### config.mk
export PLATFORM = sky130hd
export DESIGN_NAME = frame_stamped_slot_allocator
export DESIGN_NICKNAME = d
export VERILOG_FILES = /design/src/design/fssa_pkg.sv /design/src/design/frame_stamped_slot_allocator.sv
export SDC_FILE = /design/constraint.sdc
export NUM_CORES = 1
export LEC_CHECK = 0
export ABC_AREA = 1
export BUFFER_PORTS_ARGS = -buffer_cell sky130_fd_sc_hd__buf_2
export CORE_MARGIN = 2
export CORE_UTILIZATION = 45
export DETAILED_ROUTE_END_ITERATION = 8
export PLACE_DENSITY_LB_ADDON = 0.05
export SLEW_MARGIN = 20
export SYNTH_ARGS = -nofsm -noshare
export SYNTH_HDL_FRONTEND = slang
export SYNTH_SLANG_ARGS = --single-unit
export TNS_END_PERCENT = 5
### constraint.sdc
create_clock -name clk_i -period 9.6 [get_ports clk_i]
set_clock_uncertainty 0.15 [all_clocks]
set_input_delay 0.96 -clock clk_i [delete_from_list [all_inputs] [get_ports clk_i]]
set_output_delay 0.96 -clock clk_i [all_outputs]
set_load 0.02 [all_outputs]
### src/design/fssa_pkg.sv
// Package for the frame-stamped slot allocator.
// Holds request/response structs, state enum and shared constants; no dependencies.
package fssa_pkg;

  localparam int unsigned SlotCountDef = 8;
  localparam int unsigned KeyW         = 64;
  localparam int unsigned FrameW       = 32;
  localparam int unsigned SlotIdxW     = 3;

  typedef struct packed {
    logic [KeyW-1:0]   light_id;
    logic [FrameW-1:0] frame_now;
  } fssa_req_t;

  typedef struct packed {
    logic                found;
    logic [SlotIdxW-1:0] slot_index;
    logic                reject_history;
  } fssa_rsp_t;

  typedef enum logic [1:0] {
    ST_IDLE,
    ST_SCAN,
    ST_UPDATE
  } fssa_state_e;

endpackage

### src/design/frame_stamped_slot_allocator.sv
// Sequence: accept, then a scan that reads the table one slot a cycle and stops at the first empty or
// matching slot or at the last slot, then an update that commits the result once the output is free.
// Throughput: one request at a time; the next is taken once the result is in the output register.
// Reset: all slots empty (valid bits cleared), sequencer idle, no response pending.
// Key and frame tables are memories that are not reset; empty slots ignore them.
// Depends on fssa_pkg.
module frame_stamped_slot_allocator #(
  parameter int unsigned SLOT_COUNT = fssa_pkg::SlotCountDef
) (
  input  logic              clk_i,
  input  logic              rst_ni,
  input  logic              req_valid_i,
  output logic              req_stall_o,
  input  fssa_pkg::fssa_req_t req_i,
  output logic              rsp_valid_o,
  input  logic              rsp_stall_i,
  output fssa_pkg::fssa_rsp_t rsp_o
);
  import fssa_pkg::*;

  localparam int unsigned IdxW = (SLOT_COUNT > 1) ? $clog2(SLOT_COUNT) : 1;
  localparam int unsigned CntW = $clog2(SLOT_COUNT + 1);

  fssa_state_e state_q, state_d;

  logic [KeyW-1:0]   key_mem   [SLOT_COUNT];
  logic [FrameW-1:0] frame_mem [SLOT_COUNT];
  logic [SLOT_COUNT-1:0] slot_valid_q;

  logic [KeyW-1:0]   key_q;
  logic [FrameW-1:0] now_q;
  logic [KeyW-1:0]   key_rd_q;
  logic [FrameW-1:0] frame_rd_q;

  logic [CntW-1:0]   cnt_q;
  logic              eval_vld_q;
  logic [IdxW-1:0]   eval_idx_q;
  logic              have_old_q;
  logic [IdxW-1:0]   old_idx_q;
  logic [FrameW-1:0] old_frame_q;

  logic              found_q;
  logic [IdxW-1:0]   pick_q;
  logic              rej_q;

  logic              rsp_valid_q;
  fssa_rsp_t         rsp_q;

  logic              accept;
  logic              issue_rd;
  logic              out_free;
  logic              commit;

  logic              cur_valid;
  logic              key_eq;
  logic              hit_keep;
  logic              hit_take;
  logic              is_older;
  logic              have_old_nx;
  logic [IdxW-1:0]   old_idx_nx;
  logic [FrameW-1:0] old_frame_nx;
  logic              last_slot;
  logic              scan_done;
  logic [FrameW-1:0] prev_frame;
  logic [31:0]       pick_ext;

  assign out_free = !rsp_valid_q || !rsp_stall_i;
  assign prev_frame = now_q - FrameW'(1);

  // per-slot evaluation on the registered table read
  always_comb begin
    cur_valid    = slot_valid_q[eval_idx_q];
    key_eq       = (key_rd_q == key_q);
    hit_keep     = cur_valid && key_eq && (frame_rd_q == prev_frame);
    hit_take     = !cur_valid || key_eq;
    is_older     = (frame_rd_q < now_q) && (!have_old_q || (frame_rd_q < old_frame_q));
    have_old_nx  = have_old_q;
    old_idx_nx   = old_idx_q;
    old_frame_nx = old_frame_q;
    if (is_older) begin
      have_old_nx  = 1'b1;
      old_idx_nx   = eval_idx_q;
      old_frame_nx = frame_rd_q;
    end
    last_slot = (eval_idx_q == IdxW'(SLOT_COUNT - 1));
    scan_done = eval_vld_q && (hit_keep || hit_take || last_slot);
  end

  // next state
  always_comb begin
    state_d = state_q;
    unique case (state_q)
      ST_IDLE: begin
        if (req_valid_i) begin
          state_d = ST_SCAN;
        end
      end
      ST_SCAN: begin
        if (scan_done) begin
          state_d = ST_UPDATE;
        end
      end
      ST_UPDATE: begin
        if (out_free) begin
          state_d = ST_IDLE;
        end
      end
      default: state_d = ST_IDLE;
    endcase
  end

  // sequencer outputs
  always_comb begin
    req_stall_o = 1'b1;
    accept      = 1'b0;
    issue_rd    = 1'b0;
    commit      = 1'b0;
    unique case (state_q)
      ST_IDLE: begin
        req_stall_o = 1'b0;
        accept      = req_valid_i;
      end
      ST_SCAN: begin
        issue_rd = (cnt_q < CntW'(SLOT_COUNT));
      end
      ST_UPDATE: begin
        commit = out_free;
      end
      default: ;
    endcase
  end

  always_ff @(posedge clk_i or negedge rst_ni) begin
    if (!rst_ni) begin
      state_q <= ST_IDLE;
    end else begin
      state_q <= state_d;
    end
  end

  // slot tables
  always_ff @(posedge clk_i) begin
    if (commit && found_q) begin
      key_mem[pick_q]   <= key_q;
      frame_mem[pick_q] <= now_q;
    end
    key_rd_q   <= key_mem[cnt_q[IdxW-1:0]];
    frame_rd_q <= frame_mem[cnt_q[IdxW-1:0]];
  end

  always_ff @(posedge clk_i or negedge rst_ni) begin
    if (!rst_ni) begin
      slot_valid_q <= '0;
    end else if (commit && found_q) begin
      slot_valid_q[pick_q] <= 1'b1;
    end
  end

  // scan control
  always_ff @(posedge clk_i or negedge rst_ni) begin
    if (!rst_ni) begin
      cnt_q      <= '0;
      eval_vld_q <= 1'b0;
      eval_idx_q <= '0;
      have_old_q <= 1'b0;
    end else if (accept) begin
      cnt_q      <= '0;
      eval_vld_q <= 1'b0;
      have_old_q <= 1'b0;
    end else if (state_q == ST_SCAN) begin
      if (issue_rd) begin
        cnt_q <= cnt_q + CntW'(1);
      end
      eval_vld_q <= issue_rd && !scan_done;
      eval_idx_q <= cnt_q[IdxW-1:0];
      if (eval_vld_q) begin
        have_old_q <= have_old_nx;
      end
    end
  end

  // request and scan payload
  always_ff @(posedge clk_i) begin
    if (accept) begin
      key_q <= req_i.light_id;
      now_q <= req_i.frame_now;
    end
    if ((state_q == ST_SCAN) && eval_vld_q) begin
      old_idx_q   <= old_idx_nx;
      old_frame_q <= old_frame_nx;
      if (hit_keep || hit_take) begin
        found_q <= 1'b1;
        pick_q  <= eval_idx_q;
        rej_q   <= !hit_keep;
      end else if (last_slot) begin
        found_q <= have_old_nx;
        pick_q  <= have_old_nx ? old_idx_nx : '0;
        rej_q   <= have_old_nx;
      end
    end
  end

  assign pick_ext = 32'(pick_q);

  // output register
  always_ff @(posedge clk_i or negedge rst_ni) begin
    if (!rst_ni) begin
      rsp_valid_q <= 1'b0;
    end else if (commit) begin
      rsp_valid_q <= 1'b1;
    end else if (!rsp_stall_i) begin
      rsp_valid_q <= 1'b0;
    end
  end

  always_ff @(posedge clk_i) begin
    if (commit) begin
      rsp_q.found          <= found_q;
      rsp_q.slot_index     <= pick_ext[SlotIdxW-1:0];
      rsp_q.reject_history <= rej_q;
    end
  end

  assign rsp_valid_o = rsp_valid_q;
  assign rsp_o       = rsp_q;

endmodule

Word-level counts from Yosys, hierarchy flattened
Memory sizes are Yosys's and may differ from the RTL's. A register that Yosys moved wholly into a read port is not among the register bits.
Index checks and enable logic that the tools add are counted.
{"block": "word_totals", "in_bits": 100, "mem_bits_rw": 768, "n_memories": 2, "register_bits": 161, "rom_bits": 0, "latchBits": 0, "out_inout_bits": 7}
{"memory": "key_mem", "depth": 8, "word_bits": 64, "read_ports": 1, "rd_clocked_by_memory_dff": 1, "wr": 1, "line_no": "frame_stamped_slot_allocator.sv:26", "source": "logic [KeyW-1:0] key_mem [SLOT_COUNT];"}
{"memory": "frame_mem", "depth": 8, "word_bits": 32, "read_ports": 1, "rd_clocked_by_memory_dff": 1, "wr": 1, "line_no": "frame_stamped_slot_allocator.sv:27", "source": "logic [FrameW-1:0] frame_mem [SLOT_COUNT];"}
{"block": "classes", "div_mod_pow": 0, "order_cmp": 6, "n_addsub": 2, "shift": 0, "mul": 0, "n_bitwise": 2, "mux": 31, "reduce_logical": 30, "n_eq_ne": 9}
{"op": "64-bit == test", "n": 1}
{"op": "32-bit less-than comparator", "n": 2}
{"op": "32-bit == test", "n": 1}
{"op": "32-bit by 1-bit subtractor with 32-bit output (second input constant)", "n": 1}
{"op": "1-bit 2-to-1 mux", "n": 18}
{"op": "3-bit 2-to-1 mux", "n": 4}
{"op": "4-bit 2-to-1 mux", "n": 3}
{"op": "2-bit AND reduction", "n": 5}
{"op": "1-bit logical AND", "n": 8}
{"op": "3-bit by 4-bit less-than comparator with 1-bit output (second input constant)", "n": 2}
{"op": "8-bit OR", "n": 1}
{"op": "2-bit nonzero test", "n": 4}
{"op": "1-bit zero test", "n": 6}
{"op": "2-bit 2-to-1 mux", "n": 3}
{"op": "2-bit inequality test (second input constant)", "n": 3}
{"op": "2-bit case mux with 3 select lines", "n": 1}
{"op": "1-bit logical OR", "n": 5}
{"op": "4-bit by 1-bit adder with 4-bit output (second input constant)", "n": 1}
{"op": "4-bit less-than comparator (second input constant)", "n": 1}
{"op": "1-bit binary-select mux with 3-bit select", "n": 1}
{"op": "1-bit demux with 3-bit select", "n": 1}
{"op": "3-bit == test (second input constant)", "n": 1}
{"op": "3-bit by 1-bit greater-or-equal comparator with 1-bit output (second input constant)", "n": 1}
{"op": "3-bit AND reduction", "n": 1}
{"op": "other kinds (5)", "n": 5}

Longest topological paths before layout
{"block": "logic_depth", "depth_word": 11, "mapped_depth": 17}

Worst setup path after synthesis
Ideal clock, no wire load.
{"block": "synth_path", "path_kind": "input to register", "from": "input port rsp_stall_i", "to": "register slot_valid_q[1]", "t_arrival_ns": 8.825, "setup_time_ns": 0.106, "setup_slack_ns": 0.519, "required_time_ns": 9.344, "path_buffers": 0, "path_stages": 6, "path_cell_list": "a21oi_1 nand2_1 inv_1 nand2_1 nor3_1 or2_2"}
{"block": "synth_between", "elab_chain_len": 4}
{"item": "start: declaration", "line_no": "frame_stamped_slot_allocator.sv:16", "source": "input logic rsp_stall_i,"}
{"item": "1-bit zero test"}
{"item": "1-bit logical OR", "line_no": "frame_stamped_slot_allocator.sv:67", "source": "assign out_free = !rsp_valid_q || !rsp_stall_i;"}
{"item": "1-bit 2-to-1 mux", "line_no": "frame_stamped_slot_allocator.sv:118", "source": "unique case (state_q)"}
{"item": "1-bit logical AND", "line_no": "frame_stamped_slot_allocator.sv:154", "source": "end else if (commit && found_q) begin"}
{"item": "end signal: assignment", "line_no": "frame_stamped_slot_allocator.sv:153", "source": "slot_valid_q <= '0;"}
{"item": "end signal: indexed assignment", "line_no": "frame_stamped_slot_allocator.sv:155", "source": "slot_valid_q[pick_q] <= 1'b1;"}
{"item": "end: declaration", "line_no": "frame_stamped_slot_allocator.sv:28", "source": "logic [SLOT_COUNT-1:0] slot_valid_q;"}
No other way between the ends.
A chain may end at the register's enable or synchronous reset.

Final worst setup path
{"block": "layout_path", "from": "register state_q[1]", "to": "memory key_mem[3][17], enable pin"}
{"block": "layout_between", "elab_chain_len": 5}
{"item": "start: declaration", "line_no": "frame_stamped_slot_allocator.sv:24", "source": "fssa_state_e state_q, state_d;"}
{"item": "start signal: assignment", "line_no": "frame_stamped_slot_allocator.sv:137", "source": "state_q <= state_d;"}
{"item": "2-bit == test", "line_no": "frame_stamped_slot_allocator.sv:118"}
{"item": "1-bit 2-to-1 mux", "line_no": "frame_stamped_slot_allocator.sv:118"}
{"item": "named net commit", "line_no": "frame_stamped_slot_allocator.sv:52", "source": "logic commit;"}
{"item": "1-bit logical AND", "line_no": "frame_stamped_slot_allocator.sv:143", "source": "if (commit && found_q) begin"}
{"item": "1-bit 2-to-1 mux", "line_no": "frame_stamped_slot_allocator.sv:143"}
{"item": "1-bit 2-to-1 mux (implied by the code)", "line_no": "frame_stamped_slot_allocator.sv:144", "source": "key_mem[pick_q] <= key_q;"}
{"item": "end: declaration", "line_no": "frame_stamped_slot_allocator.sv:26"}
The timed path passes the listed nets, and every way through them passes these cells.

==> metrics.log <==
[metrics] clk slew on worst S/H paths: 0.06 ns
[metrics] number of antenna repair diodes: 0
[metrics] Clk network pwr share: 0.312
[metrics] number of max-capacitance violations reported: 0
[metrics] Die Footprint: 92360 µm²
[metrics] Max Clock Freq: 236.8 MHz
[metrics] number of enable-type register cells in the synthesized netlist: 909
[metrics] leak pwr: 16.08 nW
[metrics] Core Rows: 109
[metrics] startpoint kind of the worst setup timing path: flop
[metrics] antenna-violating nets left: 0
[metrics] global route overflow: 0
[metrics] number of gates given a new drive strength after cts: 0
[metrics] synthesized area divided by synthesized cell count: 12.55 µm²
[metrics] critical path data arrival time: 4.39 ns
[metrics] placeable core area: 88780 µm²
[metrics] net switching fraction of the power: 0.3286
[metrics] final total power: 13.76 mW
[metrics] via count: 24540
[metrics] Fin. Hold Viols: 0
[metrics] total of endpoints with negative setup slack in the final report: 0
[metrics] most common cell after layout, fill and taps aside: edfxtp_1
[metrics] FF-to-FF End: key_mem[3][17]
[metrics] critical path peak fanout: 40
[metrics] endpoint type of the worst setup path: flop
[metrics] final net count: 3484
[metrics] Worst-Margin Slew: 1.055 ns
[metrics] fin crit period: 4.222 ns
[metrics] Tightest Hold Check Type: input pin to asynchronous set/reset pin
[metrics] Worst slew margin: 0.2967
[metrics] drt drc: 0
[metrics] top layer used by detailed routing: met4
[metrics] pin count of the biggest net entering global routing: 185
[metrics] global placer's final weighted congestion: 0.8319
[metrics] buffers inserted by post-CTS timing repair: 0
[metrics] synthesized instance count: 3224
[metrics] wire length per cell after detailed routing: 20.68 µm
[metrics] number of buffers on the longest clock path: 3
[metrics] fin util: 0.5172
[metrics] die width: 303.9 µm
[metrics] share of cells above drive strength 1: 0.1036
[metrics] net switching power of the design: 4.521 mW
[metrics] beginning of the worst register-to-register path: state_q[1]
[metrics] Initial Util: 0.4559
[metrics] final wirelength: 94750 µm
[metrics] start point of the critical path: state_q[1]
[metrics] data required time at the worst endpoint: 9.77 ns
[metrics] internal power: 9.236 mW
[metrics] antenna violations before repair: 4
[metrics] number of distinct standard cells referenced by the synthesized netlist: 42
[metrics] Synth Warn #: 0
[metrics] count of state elements after synthesis: 1025
[metrics] Cell Area, Synth: 40480 µm²
[metrics] met2 wire len: 45750 µm
[metrics] Power per Cell Area: 299.6 nW/µm²
[metrics] post-DR vias/cell: 5.357
[metrics] WHS: 0.08859 ns
[metrics] H-tree lvl count: 3
[metrics] vias in the first global route: 24590
[metrics] fraction of power consumed by sequential logic: 0.448
[metrics] syn nets: 3389
[metrics] input/output buffers: 106
[metrics] power share of the combinational group: 0.240
[metrics] sequential share of the synthesized area: 0.7342
[metrics] met3 routed wirelength: 3653 µm
[metrics] commonest non-fill, non-tap cells in the layout: edfxtp_1 (909), nor2_1 (771), o21ai_0 (411), nand2_1 (210), inv_1 (133)
[metrics] global-route wire length before repair: 147200 µm
[metrics] fraction of registers with async set/reset: 0.01951
[metrics] clock tree from TritonCTS: built
[metrics] half-perimeter wire length after detailed placement: 51250 µm
[metrics] number of buffers inserted for hold repair after clock tree synthesis: 0
[metrics] post-route worst setup slack: 5.378 ns
[metrics] total negative slack for setup checks: 0 ns
[metrics] setup slack, reg-to-reg: 5.38 ns
[metrics] Worst Setup EP: key_mem[3][17]
[metrics] clock insertion delay at the later pin of the skew report: 0.69 ns
[metrics] root buffer cell: clkbuf_16
[metrics] Worst Path Class, Setup: flop to flop
[metrics] TritonCTS Sinks: 1025
[metrics] Boundary Pins: 107
[metrics] worst setup slack after placement: 4.756 ns
[metrics] worst vdd ir: 0.2086 mV
[metrics] Max Slew Vio Count: 0
[metrics] TritonCTS buffer count: 109
[metrics] floorplan die height: 303.9 µm
[metrics] cell count of the worst reg-to-reg path: 10
[metrics] status: complete, no violations
[metrics] RSZ-0062 raised after global routing: false
[metrics] DRT iter0 DRCs: 1710
[metrics] GRT Overall Usage: 0.2061
[metrics] first drt pass iteration count: 6
[metrics] commonest register cell after synthesis: edfxtp_1
[metrics] Area growth syn-to-layout: 13.46%
[metrics] period utilisation layout: 0.4398
[metrics] routed length on met1: 43120 µm
## worst max-delay path, stage by stage (launching register included)
cell and delay [ns]:
dfrtp_1 0.37, inv_1 0.05, nor2_1 0.09, inv_1 0.07, a21oi_1 0.41, nand2_1 0.28
inv_1 0.14, nand2_1 0.22, nor2_4 0.60, buf_4 0.71, buf_4 0.71
## cells in the mapped netlist, types with 35 or more instances
master,n,area [µm²]
edfxtp_1,909,27300
nor2_1,778,2920
o21ai_0,411,2057
nand2_1,210,788.3
inv_1,136,510.5
a31oi_1,97,606.8
dfxtp_1,96,1922
o22ai_1,96,600.6
clkbuf_1,92,345.3
ha_1,65,813.3
xor2_1,56,490.5
a21oi_1,43,215.2
buf_2,39,195.2
nand3_1,37,185.2
xnor2_1,35,306.5
## per-layer routing
layer / global-route usage / vias to the layer above
li1: - / 11650
met1: 0.2821 / 12280
met2: 0.3432 / 482
met3: 0.03211 / 133
met4: 0.05692 / 0
met5: 0 / -
## area by class of cell
cell class | instances | area (µm²)
Sequential cell | 1025 | 29730
Fill cell | 7603 | 42860
Tap cell | 1165 | 1458
Inverter | 138 | 538.0
Clock inverter | 64 | 740.7
Multi-Input combinational cell | 1909 | 9646
Clock buffer | 144 | 2990
Timing Repair Buffer | 136 | 824.5
## per-stage QoR
stage                     cells  cell area [µm²]
final                      4581            45920
after global routing       4581            45920
after detailed placement   4371            42130
after floorplan            3224            40480
after global placement     4371            42130
after CTS                  4579            45860
## worst min path at each step
stage                             start  slack (ns)             end
after global routing             rst_ni        0.08     rsp_valid_o
after CTS                        rst_ni        0.06     rsp_valid_o
after floorplan                   rej_q        0.25        rsp_o[0]
final                            rst_ni        0.09     rsp_valid_o
after global placement    frame_rd_q[0]        0.27  old_frame_q[0]
after detailed placement          rej_q        0.27        rsp_o[0]
## power groups by stage
stage          sequential [mW]  combinational [mW]  clock, mW
2_1_floorplan             5.95                2.51          0
3_3_place_gp              6.24                3.25          0
3_5_place_dp              6.26                3.31          0
4_1_cts                   6.18                3.33       4.39
5_1_grt                   6.24                3.78       4.57
6_report                  6.16                3.31       4.29
## state kept, by name (all words and copies together), names as in the netlist, 2 cells and up
signal        flops
key_mem         512
frame_mem       256
key_q            64
key_rd_q         64
frame_rd_q       32
now_q            32
old_frame_q      32
slot_valid_q      8
rsp_o             5
cnt_q             4
eval_idx_q        3
old_idx_q         3
pick_q            3
state_q           2
## kinds of logic (layout without fill, tap and decap cells)
kind of cell / count (synthesis) / in the layout / synth area share
AOI/OAI and AO/OA: 661 / 661 / 0.08866
buffers and inverters: 290 / 482 / 0.02915
xor gates and xnor gates: 91 / 91 / 0.01969
adders and majority gates: 65 / 65 / 0.02009
and+or+nand+nor: 1092 / 1092 / 0.1082
DFF: 1025 / 1025 / 0.7342
No activity file was read; power rests on OpenSTA's default activity.
